`src/ple_pkg.sv`:
```
// ----------------------------------------------------------------------------
// ple_pkg
// Shared types, codes and widths of the positional list engine.
// ----------------------------------------------------------------------------
package ple_pkg;

  localparam int unsigned CAPACITY_DEF = 64;

  localparam int unsigned FUNC_W   = 3;
  localparam int unsigned LOC_W    = 7;
  localparam int unsigned DATA_W   = 64;
  localparam int unsigned COUNT_W  = 7;
  localparam int unsigned STATUS_W = 2;

  // operation codes
  localparam logic [FUNC_W-1:0] FN_INSERT = 3'd0;
  localparam logic [FUNC_W-1:0] FN_REMOVE = 3'd1;
  localparam logic [FUNC_W-1:0] FN_SET    = 3'd2;
  localparam logic [FUNC_W-1:0] FN_GET    = 3'd3;
  localparam logic [FUNC_W-1:0] FN_CLEAR  = 3'd4;

  // result status codes
  localparam logic [STATUS_W-1:0] ST_OK        = 2'd0;
  localparam logic [STATUS_W-1:0] ST_BAD_INDEX = 2'd1;
  localparam logic [STATUS_W-1:0] ST_FULL      = 2'd2;

  typedef struct packed {
    logic [FUNC_W-1:0] func;
    logic [LOC_W-1:0]  loc;
    logic [DATA_W-1:0] val;
  } ple_req_t;

  typedef struct packed {
    logic [STATUS_W-1:0] status;
    logic [DATA_W-1:0]   read_val;
    logic [COUNT_W-1:0]  count;
    logic                is_empty;
  } ple_res_t;

  typedef enum logic [1:0] {
    RD_NONE,
    RD_PTR_DN,
    RD_PTR_UP,
    RD_LOC
  } ple_rd_sel_e;

  typedef enum logic [1:0] {
    WR_NONE,
    WR_LOC_VAL,
    WR_PTR_RD
  } ple_wr_sel_e;

  typedef enum logic [2:0] {
    PTR_HOLD,
    PTR_CNT,
    PTR_LOC,
    PTR_DEC,
    PTR_INC
  } ple_ptr_op_e;

  typedef enum logic [1:0] {
    CNT_HOLD,
    CNT_INC,
    CNT_DEC,
    CNT_CLR
  } ple_cnt_op_e;

  // controller to datapath
  typedef struct packed {
    logic                latch;
    ple_rd_sel_e         rd_sel;
    ple_wr_sel_e         wr_sel;
    ple_ptr_op_e         ptr_op;
    ple_cnt_op_e         cnt_op;
    logic                finish;
    logic [STATUS_W-1:0] status;
    logic                use_rd;
  } ple_cmd_t;

  // datapath to controller
  typedef struct packed {
    logic [FUNC_W-1:0] func;
    logic              loc_gt_cnt;
    logic              loc_ge_cnt;
    logic              full;
    logic              ptr_gt_loc;
    logic              ptr_inc_lt_cnt;
  } ple_sts_t;

endpackage

```
`src/ple_ctrl.sv`:
```
// ----------------------------------------------------------------------------
// ple_ctrl
// Sequencer of the list engine: decodes a request and steps the shift loop.
// ----------------------------------------------------------------------------
module ple_ctrl (
  input  logic              clk_i,
  input  logic              rst_ni,
  input  logic              start,
  output logic              busy,
  input  ple_pkg::ple_sts_t sts_i,
  output ple_pkg::ple_cmd_t cmd_o
);
  import ple_pkg::*;

  localparam logic [2:0] S_IDLE    = 3'd0;
  localparam logic [2:0] S_DECODE  = 3'd1;
  localparam logic [2:0] S_INS_CHK = 3'd2;
  localparam logic [2:0] S_INS_WR  = 3'd3;
  localparam logic [2:0] S_REM_CHK = 3'd4;
  localparam logic [2:0] S_REM_WR  = 3'd5;
  localparam logic [2:0] S_GET     = 3'd6;

  logic [2:0] state_q, state_d;

  always_ff @(posedge clk_i or negedge rst_ni) begin
    if (!rst_ni) begin
      state_q <= S_IDLE;
    end else begin
      state_q <= state_d;
    end
  end

  assign busy = (state_q != S_IDLE);

  always_comb begin
    state_d = state_q;
    cmd_o   = '0;
    unique case (state_q)
      S_IDLE: begin
        if (start) begin
          cmd_o.latch = 1'b1;
          state_d     = S_DECODE;
        end
      end
      S_DECODE: begin
        case (sts_i.func)
          FN_INSERT: begin
            if (sts_i.loc_gt_cnt) begin
              cmd_o.finish = 1'b1;
              cmd_o.status = ST_BAD_INDEX;
              state_d      = S_IDLE;
            end else if (sts_i.full) begin
              cmd_o.finish = 1'b1;
              cmd_o.status = ST_FULL;
              state_d      = S_IDLE;
            end else begin
              cmd_o.ptr_op = PTR_CNT;
              state_d      = S_INS_CHK;
            end
          end
          FN_REMOVE: begin
            if (sts_i.loc_ge_cnt) begin
              cmd_o.finish = 1'b1;
              cmd_o.status = ST_BAD_INDEX;
              state_d      = S_IDLE;
            end else begin
              cmd_o.ptr_op = PTR_LOC;
              state_d      = S_REM_CHK;
            end
          end
          FN_SET: begin
            cmd_o.finish = 1'b1;
            state_d      = S_IDLE;
            if (sts_i.loc_ge_cnt) begin
              cmd_o.status = ST_BAD_INDEX;
            end else begin
              cmd_o.status = ST_OK;
              cmd_o.wr_sel = WR_LOC_VAL;
            end
          end
          FN_GET: begin
            if (sts_i.loc_ge_cnt) begin
              cmd_o.finish = 1'b1;
              cmd_o.status = ST_BAD_INDEX;
              state_d      = S_IDLE;
            end else begin
              cmd_o.rd_sel = RD_LOC;
              state_d      = S_GET;
            end
          end
          FN_CLEAR: begin
            cmd_o.cnt_op = CNT_CLR;
            cmd_o.finish = 1'b1;
            cmd_o.status = ST_OK;
            state_d      = S_IDLE;
          end
          default: begin
            cmd_o.finish = 1'b1;
            cmd_o.status = ST_BAD_INDEX;
            state_d      = S_IDLE;
          end
        endcase
      end
      // walk from the tail down to the insert position
      S_INS_CHK: begin
        if (sts_i.ptr_gt_loc) begin
          cmd_o.rd_sel = RD_PTR_DN;
          state_d      = S_INS_WR;
        end else begin
          cmd_o.wr_sel = WR_LOC_VAL;
          cmd_o.cnt_op = CNT_INC;
          cmd_o.finish = 1'b1;
          cmd_o.status = ST_OK;
          state_d      = S_IDLE;
        end
      end
      S_INS_WR: begin
        cmd_o.wr_sel = WR_PTR_RD;
        cmd_o.ptr_op = PTR_DEC;
        state_d      = S_INS_CHK;
      end
      // pull later entries down one place
      S_REM_CHK: begin
        if (sts_i.ptr_inc_lt_cnt) begin
          cmd_o.rd_sel = RD_PTR_UP;
          state_d      = S_REM_WR;
        end else begin
          cmd_o.cnt_op = CNT_DEC;
          cmd_o.finish = 1'b1;
          cmd_o.status = ST_OK;
          state_d      = S_IDLE;
        end
      end
      S_REM_WR: begin
        cmd_o.wr_sel = WR_PTR_RD;
        cmd_o.ptr_op = PTR_INC;
        state_d      = S_REM_CHK;
      end
      S_GET: begin
        cmd_o.use_rd = 1'b1;
        cmd_o.finish = 1'b1;
        cmd_o.status = ST_OK;
        state_d      = S_IDLE;
      end
      default: begin
        state_d = S_IDLE;
      end
    endcase
  end

endmodule

```
`src/ple_dp.sv`:
```
// ----------------------------------------------------------------------------
// ple_dp
// Datapath of the list engine: entry storage, count, walk pointer, result.
// ----------------------------------------------------------------------------
module ple_dp #(
  parameter int unsigned CAPACITY = ple_pkg::CAPACITY_DEF
) (
  input  logic              clk_i,
  input  logic              rst_ni,
  input  ple_pkg::ple_req_t req_i,
  input  ple_pkg::ple_cmd_t cmd_i,
  output ple_pkg::ple_sts_t sts_o,
  output logic              done_o,
  output ple_pkg::ple_res_t res_o
);
  import ple_pkg::*;

  localparam int unsigned AW    = (CAPACITY > 1) ? $clog2(CAPACITY) : 1;
  localparam int unsigned CNT_W = $clog2(CAPACITY + 1);
  localparam int unsigned CMP_W = (CNT_W > LOC_W) ? CNT_W : LOC_W;

  logic [DATA_W-1:0] entries_q [CAPACITY];
  logic [DATA_W-1:0] rd_q;

  logic [FUNC_W-1:0] func_q;
  logic [LOC_W-1:0]  loc_q;
  logic [DATA_W-1:0] val_q;

  logic [CNT_W-1:0] count_q, count_d;
  logic [CNT_W-1:0] ptr_q, ptr_d;
  logic [CNT_W:0]   ptr_inc;
  logic [CNT_W-1:0] ptr_dec;
  logic [CMP_W-1:0] loc_ext, cnt_ext, ptr_ext, cnt_d_ext;

  logic              we, re;
  logic [AW-1:0]     waddr, raddr;
  logic [DATA_W-1:0] wdata;

  ple_res_t res_d, res_q;
  logic     done_q;

  assign loc_ext   = CMP_W'(loc_q);
  assign cnt_ext   = CMP_W'(count_q);
  assign ptr_ext   = CMP_W'(ptr_q);
  assign cnt_d_ext = CMP_W'(count_d);
  assign ptr_inc   = {1'b0, ptr_q} + 1'b1;
  assign ptr_dec   = ptr_q - 1'b1;

  assign sts_o.func           = func_q;
  assign sts_o.loc_gt_cnt     = (loc_ext > cnt_ext);
  assign sts_o.loc_ge_cnt     = (loc_ext >= cnt_ext);
  assign sts_o.full           = (count_q == CNT_W'(CAPACITY));
  assign sts_o.ptr_gt_loc     = (ptr_ext > loc_ext);
  assign sts_o.ptr_inc_lt_cnt = (ptr_inc < {1'b0, count_q});

  always_comb begin
    re    = 1'b1;
    raddr = ptr_dec[AW-1:0];
    unique case (cmd_i.rd_sel)
      RD_PTR_DN: raddr = ptr_dec[AW-1:0];
      RD_PTR_UP: raddr = ptr_inc[AW-1:0];
      RD_LOC:    raddr = loc_ext[AW-1:0];
      default:   re    = 1'b0;
    endcase
  end

  always_comb begin
    we    = 1'b1;
    waddr = ptr_q[AW-1:0];
    wdata = rd_q;
    unique case (cmd_i.wr_sel)
      WR_LOC_VAL: begin
        waddr = loc_ext[AW-1:0];
        wdata = val_q;
      end
      WR_PTR_RD: begin
        waddr = ptr_q[AW-1:0];
        wdata = rd_q;
      end
      default: we = 1'b0;
    endcase
  end

  always_ff @(posedge clk_i) begin
    if (we) begin
      entries_q[waddr] <= wdata;
    end
    if (re) begin
      rd_q <= entries_q[raddr];
    end
  end

  always_comb begin
    unique case (cmd_i.ptr_op)
      PTR_CNT: ptr_d = count_q;
      PTR_LOC: ptr_d = loc_ext[CNT_W-1:0];
      PTR_DEC: ptr_d = ptr_dec;
      PTR_INC: ptr_d = ptr_inc[CNT_W-1:0];
      default: ptr_d = ptr_q;
    endcase
  end

  always_comb begin
    unique case (cmd_i.cnt_op)
      CNT_INC: count_d = count_q + 1'b1;
      CNT_DEC: count_d = count_q - 1'b1;
      CNT_CLR: count_d = '0;
      default: count_d = count_q;
    endcase
  end

  always_comb begin
    res_d.status   = cmd_i.status;
    res_d.read_val = cmd_i.use_rd ? rd_q : '0;
    res_d.count    = cnt_d_ext[COUNT_W-1:0];
    res_d.is_empty = (count_d == '0);
  end

  always_ff @(posedge clk_i or negedge rst_ni) begin
    if (!rst_ni) begin
      count_q <= '0;
      ptr_q   <= '0;
      done_q  <= 1'b0;
    end else begin
      count_q <= count_d;
      ptr_q   <= ptr_d;
      done_q  <= cmd_i.finish;
    end
  end

  always_ff @(posedge clk_i) begin
    if (cmd_i.latch) begin
      func_q <= req_i.func;
      loc_q  <= req_i.loc;
      val_q  <= req_i.val;
    end
    if (cmd_i.finish) begin
      res_q <= res_d;
    end
  end

  assign done_o = done_q;
  assign res_o  = res_q;

endmodule

```
`src/positional_list_engine_unit.sv`:
```
// ----------------------------------------------------------------------------
// positional_list_engine_unit
// Ordered list of up to CAPACITY 64-bit words with positional insert/remove.
// ----------------------------------------------------------------------------
// A request (func, loc, val on req_i) is taken at a clock edge with start high
// and busy low. Operations: insert, remove, set, get, clear. Each request
// yields exactly one result on res_o, shown for one cycle with done_o high;
// the receiver cannot stall, so the result must be captured in that cycle.
// busy drops in the cycle that done_o rises, so the next request may be
// accepted while the result is on the ports.
// Set, clear and any rejected request finish in the decode step; get reads
// the entry and then finishes; insert or remove moves up to CAPACITY - 1
// entries one at a time, each read in the check state and written back in
// the write state, through separate read and write ports on the storage.
// A new request is not taken until the last one is through; the next one
// can be taken at the edge that ends the result cycle.
// Reset empties the list (count zero); storage contents are not cleared,
// as only positions below the count are ever read.
// ----------------------------------------------------------------------------
module positional_list_engine_unit #(
  parameter int unsigned CAPACITY = ple_pkg::CAPACITY_DEF
) (
  input  logic              clk_i,
  input  logic              rst_ni,
  input  logic              start,
  output logic              busy,
  input  ple_pkg::ple_req_t req_i,
  output logic              done_o,
  output ple_pkg::ple_res_t res_o
);
  import ple_pkg::*;

  ple_cmd_t cmd;
  ple_sts_t sts;

  ple_ctrl u_ctrl (
    .clk_i  (clk_i),
    .rst_ni (rst_ni),
    .start  (start),
    .busy   (busy),
    .sts_i  (sts),
    .cmd_o  (cmd)
  );

  ple_dp #(
    .CAPACITY (CAPACITY)
  ) u_dp (
    .clk_i  (clk_i),
    .rst_ni (rst_ni),
    .req_i  (req_i),
    .cmd_i  (cmd),
    .sts_o  (sts),
    .done_o (done_o),
    .res_o  (res_o)
  );

  // a finished request always returns the controller to idle
  assert property (@(posedge clk_i) disable iff (!rst_ni) done_o |-> !busy)
    else $error("result shown while busy");

  assert property (@(posedge clk_i) disable iff (!rst_ni) (start && !busy) |=> busy)
    else $error("accepted request did not start");

  assert property (@(posedge clk_i) disable iff (!rst_ni)
    (done_o && res_o.status != ST_OK) |-> (res_o.read_val == '0))
    else $error("rejected request returned data");

  assert property (@(posedge clk_i) disable iff (!rst_ni)
    (done_o && CAPACITY < 128) |-> (res_o.is_empty == (res_o.count == '0)))
    else $error("empty flag disagrees with count");

endmodule

```
`config.mk`:
```
export PLATFORM = sky130hd
export DESIGN_NAME = positional_list_engine_unit
export DESIGN_NICKNAME = d
export VERILOG_FILES = /design/src/ple_pkg.sv /design/src/ple_ctrl.sv /design/src/ple_dp.sv /design/src/positional_list_engine_unit.sv
export SDC_FILE = /design/constraint.sdc
export NUM_CORES = 2
export LEC_CHECK = 0
export ABC_AREA = 0
export BUFFER_PORTS_ARGS = -buffer_cell sky130_fd_sc_hd__buf_2
export CAP_MARGIN = 40
export CORE_UTILIZATION = 41
export DETAILED_ROUTE_END_ITERATION = 10
export SLEW_MARGIN = 10
export SYNTH_ARGS = -nofsm -noshare
export SYNTH_HDL_FRONTEND = slang
export SYNTH_SLANG_ARGS = --single-unit
```
`constraint.sdc`:
```
create_clock -name clk_i -period 9.7 [get_ports clk_i]
set_input_delay 0.97 -clock clk_i [delete_from_list [all_inputs] [get_ports clk_i]]
set_output_delay 0.97 -clock clk_i [all_outputs]
set_load 0.01 [all_outputs]
```
# Yosys cells after proc, flatten, opt, wreduce, memory -nomap -nowiden
# Memories as Yosys holds them, arrays and structs flattened. A register that Yosys moved wholly into a read port is not among the register bits.
# Cells that the tools add are included.
# word_totals
memories,1
output_inout_bits,76
register_bits,166
latch_bits,0
rom_bits,0
mem_bits_rw,4096
input_bits,77
wordCells,98
# op_classes
order_cmp,4
add_sub_neg,4
n_mul,0
eq_ne,24
div,0
bitwise,0
n_reduce_logical,9
muxes,45
n_shift,0
# memory_table
memory,words,width,read_ports,rd_clocked_by_memory_dff,write_ports,line_no,source
u_dp.entries_q,64,64,1,1,1,ple_dp.sv:22,logic [DATA_W-1:0] entries_q [CAPACITY];
# op_table
cell,count
64-bit two-way mux,1
7-bit one-hot mux with 4 select lines,1
3-bit two-way mux,9
3-bit one-hot mux with 4 select lines,2
7-bit one-hot mux with 3 select lines,1
"3-bit by 2-bit == test with 1-bit output, second input constant",6
2-bit one-hot mux with 3 select lines,3
3-bit one-hot mux with 3 select lines,2
3-bit one-hot mux with 6 select lines,1
"3-bit == test, second input constant",5
7-bit > comparator,2
2-bit two-way mux,7
"7-bit by 1-bit subtractor with 7-bit output, second input constant",2
1-bit two-way mux,13
6-bit one-hot mux with 2 select lines,1
"2-bit == test, second input constant",5
"3-bit by 1-bit == test with 1-bit output, second input constant",3
"7-bit by 1-bit adder with 8-bit output, second input constant",1
8-bit by 7-bit less-than comparator with 1-bit output,1
"7-bit by 1-bit adder with 7-bit output, second input constant",1
"7-bit == test, second input constant",1
7-bit >= comparator,1
7-bit logical NOT,1
"2-bit by 1-bit == test with 1-bit output, second input constant",3
other kinds (10),13

# Logic depth before layout (Yosys ltp)
# logic_depth
word_depth,9
ltp_mapped,27
depth_no_buf,26

# Hierarchy
# A second synthesis with hierarchy kept.
# unflattened
cells_unflattened,7397
hier_area_um2,166642.3
# by_module_without_submodules
module,seq_area_each_um2,area_each_um2,n_inst,cells_per_inst
ple_dp,129739.4,166189.4,1,7339
ple_ctrl,75.1,452.9,1,58

# Worst setup path before layout
# No wires, ideal clock.
# synth_timing
kind,reg-to-reg
start,"register u_dp.ptr_q[0], in the netlist u_dp.ptr_ext[0]"
end,"register u_dp.rd_q[0] (read register of u_dp.entries_q), enable pin"
setup_time_ns,0.574
path_buffers,1
period_less_slack_ns,7.352
slack_ns,2.348
required_time_ns,9.126
arrival_ns,6.778
stages_incl_launch_ff,13
path_cell_list,dfrtp_1 buf_2 inv_1 ha_1 ha_1 a211o_1 a31oi_1 o21ai_0 or2_2 nor2_1 nand2_1 o21a_1 o21ai_0
# synth_via
elab_chain_len,7
elab_cells_between_ends,13
cone_classes,2 x add/sub; 2 x order compare; 3 x eq/ne; 5 x mux; 1 x reduce/logical
# synth_lines
item,line_no,source
"start, declared",ple_dp.sv:30,"logic [CNT_W-1:0] ptr_q, ptr_d;"
"start signal, assigned",ple_dp.sv:126,ptr_q <= ptr_d;
7-bit by 1-bit adder with 8-bit output,ple_dp.sv:46,"assign ptr_inc = {1'b0, ptr_q} + 1'b1;"
8-bit by 7-bit less-than comparator with 1-bit output,ple_dp.sv:54,"assign sts_o.ptr_inc_lt_cnt = (ptr_inc < {1'b0, count_q});"
2-bit two-way mux,ple_ctrl.sv:124,if (sts_i.ptr_inc_lt_cnt) begin
2-bit one-hot mux with 3 select lines *,ple_ctrl.sv:38,unique case (state_q)
2-bit by 1-bit == test with 1-bit output / 2-bit == test (equally long branches),ple_dp.sv:59,unique case (cmd_i.rd_sel)
3-bit OR reduction (no source line) *,n/a,
1-bit two-way mux *,ple_dp.sv:59,
via u_dp.re,ple_dp.sv:35,"logic we, re;"
"end, declared",ple_dp.sv:23,logic [DATA_W-1:0] rd_q;
# Mark *: on every way through the listed nets, which the timed path passes. The rest lies on a longest branch.
# A chain may end at the register's enable or synchronous reset.

# Worst setup path after layout
# layout_timing
start,"register u_dp.loc_q[0], in the netlist u_dp.loc_ext[0]"
end,"memory u_dp.entries_q[60][25], enable pin"
# layout_via
elab_chain_len,9
elab_cells_between_ends,13
cone_classes,2 x order compare; 2 x eq/ne; 8 x mux; 1 x reduce/logical
# layout_lines
item,line_no,source
"start, declared",ple_dp.sv:26,logic [LOC_W-1:0] loc_q;
"start signal, assigned",ple_dp.sv:134,loc_q <= req_i.loc;
7-bit >= comparator,ple_dp.sv:51,assign sts_o.loc_ge_cnt = (loc_ext >= cnt_ext);
1-bit two-way mux,ple_ctrl.sv:74,if (sts_i.loc_ge_cnt) begin
1-bit two-way mux,ple_ctrl.sv:46,case (sts_i.func)
2-bit one-hot mux with 3 select lines,ple_ctrl.sv:38,
2-bit == test / 2-bit by 1-bit == test with 1-bit output (equally long branches),ple_dp.sv:71,unique case (cmd_i.wr_sel)
2-bit OR reduction (no source line),n/a,
1-bit two-way mux,ple_dp.sv:71,
1-bit two-way mux,ple_dp.sv:85,if (we) begin
1-bit two-way mux (implied by the code),ple_dp.sv:86,entries_q[waddr] <= wdata;
"end, declared",ple_dp.sv:22,
# Parallel ways exist; a longest one is shown, timed or not.

==> summary.md <==
| Metric | Value |
|---|---|
| Run status | finished clean |
| Overall Global Routing Usage | 24.9% |
| Clock slew at reported path FFs | 0.07 ns |
| Most used cell, CP | sky130_fd_sc_hd__nand2_1 |
| Final count of pins violating max slew | 0 |
| # fillers | 35800 |
| CTS sink count | 4326 |
| Standard-cell rows | 236 |
| Category of the worst setup path capture point | flip-flop |
| Deepest clock path buffer count | 4 |
| Routed wirelength normalized by instance count | 28.1 um |
| H-tree lvl count | 5 |
| CP arrival | 7.01 ns |
| Routability congestion estimate from global placement | 0.860 |
| Worst setup SP type | flip-flop |
| Post-detailed-route count of antenna-violating nets | 0 |
| Net count of the finished layout | 13300 |
| Worst r2r src | u_dp.loc_ext[0]$_DFFE_PP_ |
| Number of enable-type register cells in the synthesized netlist | 4308 |
| Share of post-route cells with drive strength above 1 | 9.64% |
| Number of I/O pins | 153 |
| Crit path max-delay cell type | sky130_fd_sc_hd__nor2_4 |
| Delay of the slowest cell on the worst path | 0.73 ns |
| Post-Synthesis Cells | 13100 |
| Maximum frequency from static timing analysis | 156 MHz |
| Starting DRC count in detailed routing | 16400 |
| Maximum net fanout on the critical path | 41 |
| Sum Neg Setup Slack | 0 ns |
| Area of the die | 419000 um^2 |
| Number of iterations in the first detailed-routing pass | 6 |
| Timing startpoint of the critical path | u_dp.loc_ext[0]$_DFFE_PP_ |
| Type of the most critical hold path | in2reg |
| Worst hold-check slack | 0.145 ns |
| End of the worst register-to-register path | u_dp.entries_q[60][25]$_DFFE_PP_ |
| Horizontal die dimension | 647 um |
| Share of flip-flops with an asynchronous set or reset | 0.416% |
| Clk_skew | 0.0485 ns |
| Setup slack on the worst flop-to-flop path | 3.28 ns |
| Cell breakdown of the critical path | inv_1 -> ha_1 -> nand2b_1 -> a211oi_2 -> or2_2 -> nand2_1 -> nor2_1 -> a31oi_1 -> nor2_1 -> ha_4 -> nand2_1 -> o32ai_1 -> nand2_1 -> or2_2 -> nor2_4 -> buf_4 |
| Most common cell after layout, fill and taps aside | sky130_fd_sc_hd__edfxtp_1 |
| Final Hold Violating Endpoints | 0 |
| Largest net degree at the start of global routing | 158 |
| Number of antenna violations at the first check in global routing | 15 |
| Total power | 67.0 mW |
| Transition at the pin with the smallest max-transition slack | 1.00 ns |
| Worst setup path class | reg2reg |
| Via density per instance | 5.83 |
| Sequential-to-total area share from yosys stat | 76.1% |
| Die span in y | 647 um |
| Wire length of the first global-routing pass | 759000 um |
| Most frequent cells in the layout | sky130_fd_sc_hd__edfxtp_1 (4308), sky130_fd_sc_hd__nand2_1 (4132), sky130_fd_sc_hd__nand3_1 (1915), sky130_fd_sc_hd__a21oi_1 (679), sky130_fd_sc_hd__clkbuf_16 (427) |
| Max rail drop VDD | 0.450 mV |
| Buffers added on ports | 152 |
| Worst slew margin relative to its limit | 33.1% |
| Max-cap viol count | 0 |
| Lkg Pwr | 66.0 nW |
| Vias in the first global route | 102000 |
| Tmin final | 6.42 ns |
| Placeable Area | 414000 um^2 |
| Top delay family on crit path | simple AND/OR/NAND/NOR gates |
| Post-CTS Hold Buffers | 1 |
| Synth-to-layout area growth | 13.3% |
| Prevailing post-synth register cell | sky130_fd_sc_hd__edfxtp_1 |
| Data required, critical path | 10.30 ns |
| Post-CTS setup repair buffer count | 0 |
| Share of the cycle needed by the critical path after routing | 66.1% |
| Avg Synthesized Cell Area | 13.0 um^2 |
| Vias | 111000 |
| Total gr overflow | 0 |
| Setup Viol. Count Final | 0 |
| RSZ-0062 raised after global routing | no |
| Cell Count Post-Placement | 18300 |
| Number of unique standard cell types used by synthesis | 67 |
| Netlist Area Pre-Place | 171000 um^2 |
| Total power divided by cell area | 347 nW/um^2 |
| Final HPWL from detailed placement | 292000 um |
| Total Routed Length | 535000 um |
| Number of warnings reported in the yosys synthesis log | 0 |
| End-of-flow core utilization | 46.7% |
| Worst path bufs/invs | 2 |
| Effective utilization at floorplan | 41.2% |
| Clock latency reported for the late side of the worst-skew pair | 0.99 ns |
| Number of non-filler instances in the completed layout | 19100 |
| TritonCTS clock tree | built |
| Number of resized instances in the post-cts repair step | 0 |
| Clock root buffer | sky130_fd_sc_hd__clkbuf_16 |
| Cell depth of the worst flop-to-flop path | 16 |
| DRC viols | 0 |
| Mapped Nets | 13200 |
| Inserted Clock Buffers | 423 |
| Synthesis-stage register bit count | 4326 |
| Last element of the critical path | u_dp.entries_q[60][25]$_DFFE_PP_ |
| Crit. path cell count | 16 |
[cells in the mapped netlist, types with 4 or more instances]
master                      instances  area (um^2)
sky130_fd_sc_hd__a2111oi_0          4         35.0
sky130_fd_sc_hd__a211o_1           10         87.6
sky130_fd_sc_hd__a21o_1            59          443
sky130_fd_sc_hd__a21oi_1          679         3400
sky130_fd_sc_hd__a22oi_1            7         52.6
sky130_fd_sc_hd__a311oi_1         121         1060
sky130_fd_sc_hd__a31oi_1           75          469
sky130_fd_sc_hd__and2_1            71          444
sky130_fd_sc_hd__and3_1           184         1150
sky130_fd_sc_hd__buf_1             90          338
sky130_fd_sc_hd__buf_2            356         1780
sky130_fd_sc_hd__buf_4             16          120
sky130_fd_sc_hd__clkbuf_1         372         1400
sky130_fd_sc_hd__dfrtp_1           18          450
sky130_fd_sc_hd__edfxtp_1        4308       129000
sky130_fd_sc_hd__ha_1              30          375
sky130_fd_sc_hd__inv_1             23         86.3
sky130_fd_sc_hd__mux2_2            66          743
sky130_fd_sc_hd__mux2i_1           12          120
sky130_fd_sc_hd__nand2_1         4135        15500
sky130_fd_sc_hd__nand2b_1           9         56.3
sky130_fd_sc_hd__nand3_1         1920         9610
sky130_fd_sc_hd__nand4_1           61          382
sky130_fd_sc_hd__nor2_1           152          571
sky130_fd_sc_hd__nor2b_1            4         25.0
sky130_fd_sc_hd__nor3_1             5         25.0
sky130_fd_sc_hd__nor3b_1            5         37.5
sky130_fd_sc_hd__nor4_1           161         1010
sky130_fd_sc_hd__nor4_2             9          113
sky130_fd_sc_hd__o21a_1             8         60.1
sky130_fd_sc_hd__o21ai_0           19         95.1
sky130_fd_sc_hd__o22ai_1           42          263
sky130_fd_sc_hd__o32ai_1            6         52.6
sky130_fd_sc_hd__or2_2             11         68.8
sky130_fd_sc_hd__or3_1              7         43.8
sky130_fd_sc_hd__or4_1             18          135
sky130_fd_sc_hd__xnor2_1            9         78.8
sky130_fd_sc_hd__xor2_1             5         43.8
[area by class of cell]
cell class	count	area (um^2)	share of cell area, %
sequential	4326	130000	67.2
multi-input combinational	7941	37600	19.5
clock buffer	490	10900	5.65
tap	5474	6850	3.55
timing repair buffer	517	5090	2.63
clock inverter	287	2750	1.43
inverter	24	90.1	0.0466
antenna	7	17.5	0.00907
[power by group]
group          internal, mW  total, mW  switching, mW
logic                  6.71       26.8           20.1
clock network          9.27       16.5           7.22
registers              23.3       23.7          0.420
total                  39.3       67.0           27.7
[cells by family after synthesis]
logic type	count (synthesis)	share of synthesized area, %
XOR/XNOR	14	0.0719
AND/OR/NAND/NOR	6760	17.2
multiplexers	79	0.519
flip-flops	4326	76.1
AO/OA/AOI/OAI	1057	3.68
adder cells (fa/ha/maj)	31	0.232
buffers and inverters	861	2.20
[sequential cells by signal, indices dropped and copies added, names as in the netlist]
name,cells
u_dp.loc_ext,7
u_dp.cnt_ext,7
u_dp.func_q,3
u_dp.entries_q,4096
u_ctrl.state_q,3
u_dp.res_o,74
u_dp.val_q,64
u_dp.ptr_ext,7
u_dp.done_o,1
u_dp.rd_q,64
[worst min-delay path by stage]
stage / cells past startpoint / startpoint / end / slack [ns]
floorplan: 1 / u_dp.rd_q[2]$_DFFE_PP_ / u_dp.res_o[10]$_SDFFCE_PN0P_ / 0.52
global placement: 2 / u_dp.loc_ext[6]$_DFFE_PP_ / u_dp.ptr_ext[6]$_DFFE_PN0P_ / 0.57
detailed placement: 1 / u_dp.rd_q[15]$_DFFE_PP_ / u_dp.res_o[23]$_SDFFCE_PN0P_ / 0.60
CTS: 1 / req_i[32] / u_dp.val_q[32]$_DFFE_PP_ / 0.08
global route: 1 / req_i[32] / u_dp.val_q[32]$_DFFE_PP_ / 0.1
finish: 1 / req_i[6] / u_dp.val_q[6]$_DFFE_PP_ / 0.15
[worst register-to-register path, cell delays in order, from the launching register on]
cell	delay, ns
sky130_fd_sc_hd__edfxtp_1	0.50
sky130_fd_sc_hd__inv_1	0.23
sky130_fd_sc_hd__ha_1	0.28
sky130_fd_sc_hd__nand2b_1	0.16
sky130_fd_sc_hd__a211oi_2	0.40
sky130_fd_sc_hd__or2_2	0.21
sky130_fd_sc_hd__nand2_1	0.06
sky130_fd_sc_hd__nor2_1	0.21
sky130_fd_sc_hd__a31oi_1	0.13
sky130_fd_sc_hd__nor2_1	0.30
sky130_fd_sc_hd__ha_4	0.66
sky130_fd_sc_hd__nand2_1	0.17
sky130_fd_sc_hd__o32ai_1	0.33
sky130_fd_sc_hd__nand2_1	0.33
sky130_fd_sc_hd__or2_2	0.51
sky130_fd_sc_hd__nor2_4	0.73
sky130_fd_sc_hd__buf_4	0.69
[metrics by stage]
step / area, um^2 / setup slack, ns
final: 193000 / 3.28
after global routing: 193000 / 3.05
after CTS: 193000 / 3.41
after detailed placement: 179000 / 3.44
after global placement: 178000 / 3.33
after floorplan: 171000 / 2.35
[per-layer routing]
metal / GRT usage [%] / up-vias / part of all wire, %
li1: - / 47900 / -
met1: 36.2 / 56100 / 41
met2: 38.2 / 6168 / 45
met3: 4.30 / 903 / 10
met4: 8.17 / 2 / 3.6
met5: 0 / - / 0.0013
Note: power is estimated with default switching activity, not from simulation.
